**src/rtl/werl_pkg.sv**
```systemverilog
package werl_pkg;

  localparam int NUM_ACTIONS_DEF = 64;
  localparam int COUNT_WIDTH_DEF = 32;

  localparam int NOW_WIDTH       = 63;
  localparam int ACT_WIDTH       = 6;
  localparam int LIMIT_WIDTH     = 31;
  localparam int WSEC_WIDTH      = 32;
  localparam int CFG_INDEX_WIDTH = 8;
  localparam int CFG_DATA_WIDTH  = 32;

  // tag kept next to each count so a window restart clears without a sweep unless the tag wraps
  localparam int EPOCH_WIDTH = 8;

  localparam logic [NOW_WIDTH-1:0] NS_PER_SEC = 63'd1000000000;
  // (86400 + 1) seconds in ns: restart threshold for the default window
  localparam logic [NOW_WIDTH-1:0] THR_RESET  = 63'd86401000000000;

  localparam logic [CFG_INDEX_WIDTH-1:0] CFG_OVERALL_LIMIT  = 8'd0;
  localparam logic [CFG_INDEX_WIDTH-1:0] CFG_WINDOW_SECONDS = 8'd1;

  typedef enum logic [1:0] {
    CAUSE_ALLOWED = 2'd0,
    CAUSE_CLOCK   = 2'd1,
    CAUSE_ACTION  = 2'd2,
    CAUSE_OVERALL = 2'd3
  } cause_t;

  typedef enum logic [2:0] {
    ST_SWEEP,
    ST_IDLE,
    ST_EVAL,
    ST_COUNT,
    ST_OVERALL,
    ST_OUT
  } state_t;

endpackage

```
**src/rtl/werl_if.sv**
```systemverilog
interface werl_req_if;
  import werl_pkg::*;
  logic                   valid;
  logic                   ready;
  logic [NOW_WIDTH-1:0]   now_ns;
  logic [ACT_WIDTH-1:0]   action_id;
  logic [LIMIT_WIDTH-1:0] per_action_limit;
  modport source (output valid, now_ns, action_id, per_action_limit, input ready);
  modport sink   (input valid, now_ns, action_id, per_action_limit, output ready);
endinterface

interface werl_res_if;
  logic       valid;
  logic       ready;
  logic       limited;
  logic [1:0] cause;
  modport source (output valid, limited, cause, input ready);
  modport sink   (input valid, limited, cause, output ready);
endinterface

interface werl_cfg_if;
  import werl_pkg::*;
  logic                       valid;
  logic                       ready;
  logic [CFG_INDEX_WIDTH-1:0] index;
  logic [CFG_DATA_WIDTH-1:0]  data;
  modport source (output valid, index, data, input ready);
  modport sink   (input valid, index, data, output ready);
endinterface

```
**src/rtl/werl_mem.sv**
```systemverilog
module werl_mem #(
  parameter int DEPTH = 64,
  parameter int WIDTH = 40
) (
  input  logic                     clk,
  input  logic                     we,
  input  logic [$clog2(DEPTH)-1:0] waddr,
  input  logic [WIDTH-1:0]         wdata,
  input  logic                     re,
  input  logic [$clog2(DEPTH)-1:0] raddr,
  output logic [WIDTH-1:0]         rdata
);

  logic [WIDTH-1:0] mem [DEPTH];

  always_ff @(posedge clk) begin
    if (we) begin
      mem[waddr] <= wdata;
    end
  end

  always_ff @(posedge clk) begin
    if (re) begin
      rdata <= mem[raddr];
    end
  end

endmodule

```
**src/rtl/werl_thresh.sv**
```systemverilog
module werl_thresh (
  input  logic                              clk,
  input  logic                              rst,
  input  logic                              start,
  input  logic [werl_pkg::WSEC_WIDTH-1:0]   window_seconds,
  output logic [werl_pkg::NOW_WIDTH-1:0]    thresh,
  output logic                              busy
);

  import werl_pkg::*;

  // shift-add multiply: thresh = (window_seconds + 1) * 1e9, one bit per cycle
  logic [WSEC_WIDTH:0]    mcand;
  logic [NOW_WIDTH-1:0]   addend;

  always_ff @(posedge clk) begin
    if (rst) begin
      thresh <= THR_RESET;
      mcand  <= '0;
    end else if (start) begin
      thresh <= '0;
      mcand  <= (WSEC_WIDTH+1)'(window_seconds) + 1'b1;
      addend <= NS_PER_SEC;
    end else if (busy) begin
      if (mcand[0]) begin
        thresh <= thresh + addend;
      end
      mcand  <= mcand >> 1;
      addend <= addend << 1;
    end
  end

  assign busy = |mcand;

endmodule

```
**src/rtl/windowed_event_rate_limiter.sv**
```systemverilog
// channel  dir  beat contents
// req      in   now_ns, action_id, per_action_limit
// res      out  limited, cause
// cfg      in   index (0 overall_limit, 1 window_seconds), data
//
// an item passes accept, evaluate, count update, overall update and result register; the
// overall step drops out when it does not apply, both updates for a clock before the window.
// a window restart that wraps the epoch tag runs a sweep over all NUM_ACTIONS entries.
// after reset a clearing pass over all NUM_ACTIONS entries runs before req is taken.
// a window_seconds beat holds req off in its own cycle and while the multiply runs.
// a waiting result holds the next one in the evaluation sequence.
module windowed_event_rate_limiter #(
  parameter int NUM_ACTIONS = werl_pkg::NUM_ACTIONS_DEF,
  parameter int COUNT_WIDTH = werl_pkg::COUNT_WIDTH_DEF
) (
  input  logic        clk,
  input  logic        rst,
  werl_req_if.sink    req,
  werl_res_if.source  res,
  werl_cfg_if.sink    cfg
);

  import werl_pkg::*;

  localparam int AW = $clog2(NUM_ACTIONS);
  localparam int MW = EPOCH_WIDTH + COUNT_WIDTH;

  state_t state, state_next;

  logic [AW-1:0]          sweep_idx;
  logic                   sweep_item;
  logic [EPOCH_WIDTH-1:0] epoch;
  logic [NOW_WIDTH-1:0]   window_start;
  logic [COUNT_WIDTH-1:0] overall_count;
  logic [LIMIT_WIDTH-1:0] overall_limit;

  logic [NOW_WIDTH-1:0]   now_q;
  logic [ACT_WIDTH-1:0]   act_q;
  logic [LIMIT_WIDTH-1:0] limit_q;
  logic                   in_range_q;
  logic                   before_q;
  logic [NOW_WIDTH-1:0]   diff_q;
  logic                   restart_q;
  cause_t                 cause_q, cause_next;

  logic                   res_valid;
  logic                   res_limited;
  cause_t                 res_cause;

  logic                   thr_start;
  logic [NOW_WIDTH-1:0]   thresh;
  logic                   thr_busy;

  logic                   mem_we;
  logic [AW-1:0]          mem_waddr;
  logic [MW-1:0]          mem_wdata;
  logic                   mem_re;
  logic [MW-1:0]          mem_rdata;

  logic                   req_fire;
  logic                   cfg_fire;
  logic                   restart;
  logic [EPOCH_WIDTH-1:0] epoch_inc;
  logic [COUNT_WIDTH-1:0] cnt_eff;
  logic [COUNT_WIDTH-1:0] cnt_new;
  logic [COUNT_WIDTH-1:0] ov_new;
  logic                   out_free;

  assign req.ready = (state == ST_IDLE) && !thr_busy && !thr_start;
  assign req_fire  = req.valid && req.ready;
  assign cfg.ready = !thr_busy;
  assign cfg_fire  = cfg.valid && cfg.ready;
  assign thr_start = cfg_fire && (cfg.index == CFG_WINDOW_SECONDS);

  assign res.valid   = res_valid;
  assign res.limited = res_limited;
  assign res.cause   = res_cause;
  assign out_free    = !res_valid || res.ready;

  werl_thresh u_thresh (
    .clk            (clk),
    .rst            (rst),
    .start          (thr_start),
    .window_seconds (cfg.data[WSEC_WIDTH-1:0]),
    .thresh         (thresh),
    .busy           (thr_busy)
  );

  werl_mem #(
    .DEPTH (NUM_ACTIONS),
    .WIDTH (MW)
  ) u_mem (
    .clk   (clk),
    .we    (mem_we),
    .waddr (mem_waddr),
    .wdata (mem_wdata),
    .re    (mem_re),
    .raddr (AW'(req.action_id)),
    .rdata (mem_rdata)
  );

  assign mem_re    = req_fire;
  assign restart   = diff_q >= thresh;
  assign epoch_inc = epoch + 1'b1;

  // an entry tagged with an older epoch belongs to a cleared window
  assign cnt_eff = (restart_q || (mem_rdata[COUNT_WIDTH +: EPOCH_WIDTH] != epoch)) ?
                   '0 : mem_rdata[COUNT_WIDTH-1:0];
  assign cnt_new = (cnt_eff == '1) ? cnt_eff : cnt_eff + 1'b1;
  assign ov_new  = (overall_count == '1) ? overall_count : overall_count + 1'b1;

  always_comb begin
    state_next = state;
    cause_next = cause_q;
    mem_we     = 1'b0;
    mem_waddr  = AW'(act_q);
    mem_wdata  = {epoch, cnt_new};
    case (state)
      ST_SWEEP: begin
        mem_we    = 1'b1;
        mem_waddr = sweep_idx;
        mem_wdata = {epoch, {COUNT_WIDTH{1'b0}}};
        if (sweep_idx == AW'(NUM_ACTIONS - 1)) begin
          state_next = sweep_item ? ST_COUNT : ST_IDLE;
        end
      end
      ST_IDLE: begin
        if (req_fire) begin
          state_next = ST_EVAL;
        end
      end
      ST_EVAL: begin
        if (before_q) begin
          cause_next = CAUSE_CLOCK;
          state_next = ST_OUT;
        end else if (restart && (epoch_inc == '0)) begin
          state_next = ST_SWEEP;
        end else begin
          state_next = ST_COUNT;
        end
      end
      ST_COUNT: begin
        if (!in_range_q) begin
          cause_next = CAUSE_ACTION;
          state_next = ST_OUT;
        end else begin
          mem_we = 1'b1;
          if (32'(cnt_new) > 32'(limit_q)) begin
            cause_next = CAUSE_ACTION;
            state_next = ST_OUT;
          end else if (overall_limit != '0) begin
            state_next = ST_OVERALL;
          end else begin
            cause_next = CAUSE_ALLOWED;
            state_next = ST_OUT;
          end
        end
      end
      ST_OVERALL: begin
        cause_next = (32'(ov_new) > 32'(overall_limit)) ? CAUSE_OVERALL : CAUSE_ALLOWED;
        state_next = ST_OUT;
      end
      ST_OUT: begin
        if (out_free) begin
          state_next = ST_IDLE;
        end
      end
      default: begin
        state_next = ST_IDLE;
      end
    endcase
  end

  always_ff @(posedge clk) begin
    if (rst) begin
      state <= ST_SWEEP;
    end else begin
      state <= state_next;
    end
  end

  always_ff @(posedge clk) begin
    if (rst) begin
      sweep_idx     <= '0;
      sweep_item    <= 1'b0;
      epoch         <= '0;
      window_start  <= '0;
      overall_count <= '0;
      overall_limit <= '0;
      restart_q     <= 1'b0;
      cause_q       <= CAUSE_ALLOWED;
      res_valid     <= 1'b0;
    end else begin
      if (cfg_fire && (cfg.index == CFG_OVERALL_LIMIT)) begin
        overall_limit <= cfg.data[LIMIT_WIDTH-1:0];
      end
      cause_q <= cause_next;

      case (state)
        ST_SWEEP: begin
          if (sweep_idx == AW'(NUM_ACTIONS - 1)) begin
            sweep_idx <= '0;
          end else begin
            sweep_idx <= sweep_idx + 1'b1;
          end
        end
        ST_EVAL: begin
          restart_q  <= !before_q && restart;
          sweep_item <= 1'b1;
          if (!before_q && restart) begin
            window_start  <= now_q;
            overall_count <= '0;
            epoch         <= epoch_inc;
          end
        end
        ST_OVERALL: begin
          overall_count <= ov_new;
        end
        default: begin
        end
      endcase

      if (state == ST_OUT && out_free) begin
        res_valid <= 1'b1;
      end else if (res.ready) begin
        res_valid <= 1'b0;
      end
    end
  end

  // item payload, no reset needed
  always_ff @(posedge clk) begin
    if (req_fire) begin
      now_q      <= req.now_ns;
      act_q      <= req.action_id;
      limit_q    <= req.per_action_limit;
      in_range_q <= 32'(req.action_id) < 32'(NUM_ACTIONS);
      before_q   <= req.now_ns < window_start;
      diff_q     <= req.now_ns - window_start;
    end
    if (state == ST_OUT && out_free) begin
      res_limited <= cause_q != CAUSE_ALLOWED;
      res_cause   <= cause_q;
    end
  end

endmodule

```
**src/flat_wrapper.sv**
```systemverilog
// flat-port wrapper written by rule: the top's interface ports become plain ports
module windowed_event_rate_limiter_flat import werl_pkg::*;
#(
  parameter int NUM_ACTIONS = werl_pkg::NUM_ACTIONS_DEF,
  parameter int COUNT_WIDTH = werl_pkg::COUNT_WIDTH_DEF
)
  (clk, rst, req_valid, req_now_ns, req_action_id, req_per_action_limit, req_ready, res_valid, res_limited, res_cause, res_ready, cfg_valid, cfg_index, cfg_data, cfg_ready);
  werl_req_if req_i ();
  werl_res_if res_i ();
  werl_cfg_if cfg_i ();
  input  logic clk;
  input  logic rst;
  input wire logic [$bits(req_i.valid)-1:0] req_valid;
  input wire logic [$bits(req_i.now_ns)-1:0] req_now_ns;
  input wire logic [$bits(req_i.action_id)-1:0] req_action_id;
  input wire logic [$bits(req_i.per_action_limit)-1:0] req_per_action_limit;
  output wire logic [$bits(req_i.ready)-1:0] req_ready;
  output wire logic [$bits(res_i.valid)-1:0] res_valid;
  output wire logic [$bits(res_i.limited)-1:0] res_limited;
  output wire logic [$bits(res_i.cause)-1:0] res_cause;
  input wire logic [$bits(res_i.ready)-1:0] res_ready;
  input wire logic [$bits(cfg_i.valid)-1:0] cfg_valid;
  input wire logic [$bits(cfg_i.index)-1:0] cfg_index;
  input wire logic [$bits(cfg_i.data)-1:0] cfg_data;
  output wire logic [$bits(cfg_i.ready)-1:0] cfg_ready;
  assign req_i.valid = req_valid;
  assign req_i.now_ns = req_now_ns;
  assign req_i.action_id = req_action_id;
  assign req_i.per_action_limit = req_per_action_limit;
  assign req_ready = req_i.ready;
  assign res_valid = res_i.valid;
  assign res_limited = res_i.limited;
  assign res_cause = res_i.cause;
  assign res_i.ready = res_ready;
  assign cfg_i.valid = cfg_valid;
  assign cfg_i.index = cfg_index;
  assign cfg_i.data = cfg_data;
  assign cfg_ready = cfg_i.ready;
  windowed_event_rate_limiter #(.NUM_ACTIONS(NUM_ACTIONS), .COUNT_WIDTH(COUNT_WIDTH)) u_core (.clk(clk), .rst(rst), .req(req_i), .res(res_i), .cfg(cfg_i));
endmodule
```
**config.mk**
```make
export PLATFORM = sky130hd
export DESIGN_NAME = windowed_event_rate_limiter_flat
export DESIGN_NICKNAME = d
export VERILOG_FILES = /design/src/rtl/werl_pkg.sv /design/src/rtl/werl_if.sv /design/src/rtl/werl_mem.sv /design/src/rtl/werl_thresh.sv /design/src/rtl/windowed_event_rate_limiter.sv /design/src/flat_wrapper.sv
export SDC_FILE = /design/constraint.sdc
export NUM_CORES = 2
export LEC_CHECK = 0
export BUFFER_PORTS_ARGS = -buffer_cell sky130_fd_sc_hd__buf_2
export CORE_MARGIN = 5
export CORE_UTILIZATION = 30
export DETAILED_ROUTE_END_ITERATION = 16
export GPL_ROUTABILITY_DRIVEN = 0
export MAX_ROUTING_LAYER = met4
export PLACE_DENSITY_LB_ADDON = 0.3
export SLEW_MARGIN = 0
export SYNTH_ARGS = -nofsm -noshare
export SYNTH_HDL_FRONTEND = slang
export SYNTH_SLANG_ARGS = --single-unit
```
**constraint.sdc**
```tcl
create_clock -name clk -period 56 [get_ports clk]
set_clock_uncertainty 0.15 [all_clocks]
set_input_delay 16.8 -clock clk [delete_from_list [all_inputs] [get_ports clk]]
set_output_delay 16.8 -clock clk [all_outputs]
set_load 0.02 [all_outputs]
```
==> key figures <==
STA
  – Number of setup violations in the final report: 0
  – RSZ-0062 raised after global routing: no
  – Final hold viol count: 0
  – Least-Margin Pin Slew: approximately 1400 ps
  – Slew Viols, Final: 0
  – Fin crit period: approximately 36,000 ps
  – Worst hold margin: about 320 ps
  – TNS Setup: 0 ps
  – Fmax: about 28 MHz
  – Slew HR: approximately 5.8%
  – Crit share post-route: between 60% and 70%

Power
  – Max IR drop VDD: about 28 uV
  – Final Power: ~4.8 mW
  – Leak: between 40 and 50 nW
  – Power per cell area: ~33 nW/um^2
  – Comb pwr share: roughly 3.3%
  – P_sw: just over 1 mW
  – Switching Fraction: a little over a fifth
  – Internal power: roughly 3.8 mW
  – Power share of the clock group: about 45%
  – Seq pwr share: 51.8%

Global routing
  – Initial antenna violation count: 8
  – First-pass GRT wire length: between 500 and 600 mm
  – Pin count of the biggest net entering global routing: 116
  – Grt ovf: 0
  – Gr usage total: 16.6%
  – Vias in the first global route: roughly 70,000

Floorplan
  – Core Region: 420,000 sq um
  – Site row count: between 200 and 250
  – Starting density of the core: 30.1%
  – Die Ht: between 600 and 700 microns
  – Die area: roughly 430,000 sq um
  – Die W: roughly 660 microns
  – I/O pin count: between 150 and 200

Worst setup path
  – CP arrival: between 15,000 and 20,000 ps
  – CP required: a little under 40,000 ps
  – Max Fanout on Critical Path: 59
  – CP Class: in2out
  – Worst Reg-to-Reg Cells: 25
  – Startpoint types: input port
  – Reg-to-reg critical path endpoint: u_core.state[0]
  – Reg-to-Reg Start: u_core.epoch[0]
  – Element type at the critical path end: primary output
  – R2R setup slack: 48,010 ps

Outcome
  – Status: complete, no violations

Logic synthesis
  – Fraction of registers with async set/reset: 0%
  – Syn Area/Cell: 18.4 sq um
  – Mapped Cells: 6,844
  – Yosys cell types: a little under 90
  – Seq cells post-synth: about 3,100
  – Synthesized Nets: about 7,200
  – Ys flop type: edfxtp_1
  – Sequential area share after synthesis: a little under three quarters
  – Mapped Area: 126,000 sq um
  – EDFF count, synth: about 2,800
  – Synth warnings: 0

Route
  – Via count: between 60,000 and 70,000
  – Total Wirelength: 360 mm
  – Initial DRC Count: 7,166
  – Via/cell ratio: approximately 5.2
  – Drt drc: 0
  – DR WL/cell: about 28 microns
  – Routed Antenna Nets: 0
  – TritonRoute pass-1 iters: 5

Hold path
  – Worst hold path depth: 2
  – Hold Startpoint: u_core.u_thresh.mcand[29]
  – Hold endpoint: u_core.u_thresh.mcand[28]
  – Worst Hold Class: reg2reg

Cells and area
  – Final core occ: roughly a third
  – Share of cells above drive strength 1: around a quarter
  – Area added between synthesis and finish: 15.2%
  – Fill cell count: about 39,000
  – NumNets Final: ~7,600

Job
  – Total of max-cap violations: 0

CTS
  – Worst-skew pair later-pin latency: 940 ps
  – Clock transition at path regs: ~50 ps
  – Postcts setup bufs: 0
  – Hold_buf cts: 0
  – Number of clock sinks: approximately 3,000
  – # resized after CTS: 0
  – Clock Tree Buf Depth: 4
  – CTS root buffer: clkbuf_16
  – CTS Buf Count: around 330
  – TritonCTS clock tree: done
  – H-tree Lvls: 5

Placement
  – PortBufs: 150
  – Post-DP HPWL: approximately 200 mm
==> worst max-delay path by stage <==
stage	start	to	slack [ps]	cells past startpoint
2_1_floorplan	cfg_valid	u_core.state[0]	16100	7
3_3_place_gp	cfg_valid	req_ready	20290	8
5_1_grt	cfg_valid	req_ready	20210	8
3_5_place_dp	cfg_valid	req_ready	20270	8
4_1_cts	cfg_valid	req_ready	20260	8
6_report	cfg_valid	req_ready	20320	8
==> layout by cell type, fill, tap and decap left out, types with 65 or more instances in the layout <==
| cell | Yosys | layout |
|---|---|---|
| buf_2 | 32 | 143 |
| inv_1 | 223 | 223 |
| o21ai_0 | 107 | 107 |
| buf_4 | 5 | 179 |
| a21oi_1 | 252 | 252 |
| clkinv_1 | 0 | 68 |
| xor2_1 | 73 | 73 |
| ha_1 | 238 | 238 |
| nor2_4 | 0 | 75 |
| nand4_1 | 73 | 73 |
| mux4_2 | 829 | 829 |
| clkbuf_16 | 0 | 336 |
| nand2_1 | 306 | 304 |
| xnor2_1 | 132 | 132 |
| mux2i_1 | 96 | 96 |
| a21o_1 | 116 | 116 |
| edfxtp_1 | 2821 | 2821 |
| nor2_1 | 346 | 270 |
| nand3_1 | 102 | 101 |
| dfxtp_1 | 235 | 226 |
| and2_1 | 68 | 65 |
==> cells in the mapped netlist, types with 13 or more instances <==
library cell / count / area, sq um
edfxtp_1: 2821 / 84700
mux4_2: 829 / 18700
nor2_1: 346 / 1300
nand2_1: 306 / 1150
a21oi_1: 252 / 1260
ha_1: 238 / 2980
dfxtp_1: 235 / 4700
inv_1: 223 / 837
clkbuf_1: 222 / 833
xnor2_1: 132 / 1160
a21o_1: 116 / 871
o21ai_0: 107 / 536
nand3_1: 102 / 510
mux2i_1: 96 / 961
nand4_1: 73 / 457
xor2_1: 73 / 639
and2_1: 68 / 425
buf_1: 62 / 233
nor3_1: 57 / 285
buf_2: 32 / 160
nand2b_1: 32 / 200
nor4_1: 31 / 194
o21a_1: 28 / 210
a31oi_1: 26 / 163
and3_1: 26 / 163
o21bai_1: 22 / 165
a211oi_1: 21 / 158
nor2b_1: 20 / 125
mux2_2: 17 / 191
o311ai_0: 17 / 149
or3_1: 17 / 106
nand3b_1: 14 / 105
o31ai_1: 14 / 105
and4_1: 13 / 114
==> power by group through the flow <==
stage / sequential [mW] / clock (mW) / combinational, mW
after detailed placement: 2.52 / 0 / 0.159
after floorplan: 2.52 / 0 / 0.104
after global routing: 2.47 / 2.29 / 0.167
after global placement: 2.52 / 0 / 0.159
after CTS: 2.48 / 2.20 / 0.160
final: 2.48 / 2.15 / 0.157
==> sequential cells by signal, indices dropped and copies added (netlist names), 2 cells and up <==
register / cells
u_core.state: 3
u_core.overall_limit: 31
u_core.u_mem.mem: 2560
u_core.u_thresh.mcand: 33
u_core.u_mem.rdata: 40
u_core.sweep_idx: 6
u_core.overall_count: 32
u_core.diff_q: 63
u_core.now_q: 63
u_core.cause_q: 2
u_core.u_thresh.thresh: 54
u_core.res.cause: 2
u_core.u_thresh.addend: 54
u_core.act_q: 6
u_core.limit_q: 31
u_core.window_start: 63
u_core.epoch: 8
==> critical path: stages <==
cell and delay, ps:
buf_2 110, nor4b_1 140, and3_1 210, nand2_2 70, buf_4 440, and2_1 330
nor4bb_1 380, buf_2 230
==> per-stage QoR <==
step | instance area (sq um) | worst slack (ps) | std cells
final | 145000 | 20320 | 13000
after global routing | 145000 | 20210 | 13000
after CTS | 145000 | 20260 | 13000
after detailed placement | 135000 | 20270 | 12400
after global placement | 135000 | 20290 | 12400
after floorplan | 126000 | 16100 | 6844
==> metal layers <==
metal	vias up	part of all wire, %	global-route usage [%]
li1	28300	-	-
met1	36400	42	21.5
met2	2335	49	27.1
met3	602	6.1	2.49
met4	0	3.2	4.92
met5	-	0	-
==> cell families (layout without fill, tap and decap cells) <==
kind of cell / after synthesis / in the layout / synth area share (%)
xor+xnor: 205 / 205 / 1.42
simple gates: 1152 / 1152 / 4.38
compound gates: 702 / 702 / 3.56
mux: 942 / 942 / 15.7
buf+inv: 547 / 1155 / 1.68
flops: 3056 / 3056 / 70.9
fa+ha+maj: 240 / 240 / 2.39
other cells: 0 / 1 / 0
==> area by class of cell <==
type | instances | area (sq um) | share of cell area, %
Antenna cell | 1 | 2.50 | 0.00172
Clock buffer | 407 | 8770 | 6.04
Clock inverter | 190 | 1810 | 1.24
Inverter | 224 | 841 | 0.578
Multi-Input combinational cell | 3241 | 35300 | 24.3
Sequential cell | 3056 | 89400 | 61.5
Tap cell | 5520 | 6910 | 4.75
Timing Repair Buffer | 334 | 2280 | 1.57
No activity file was read; power rests on OpenSTA's default activity.
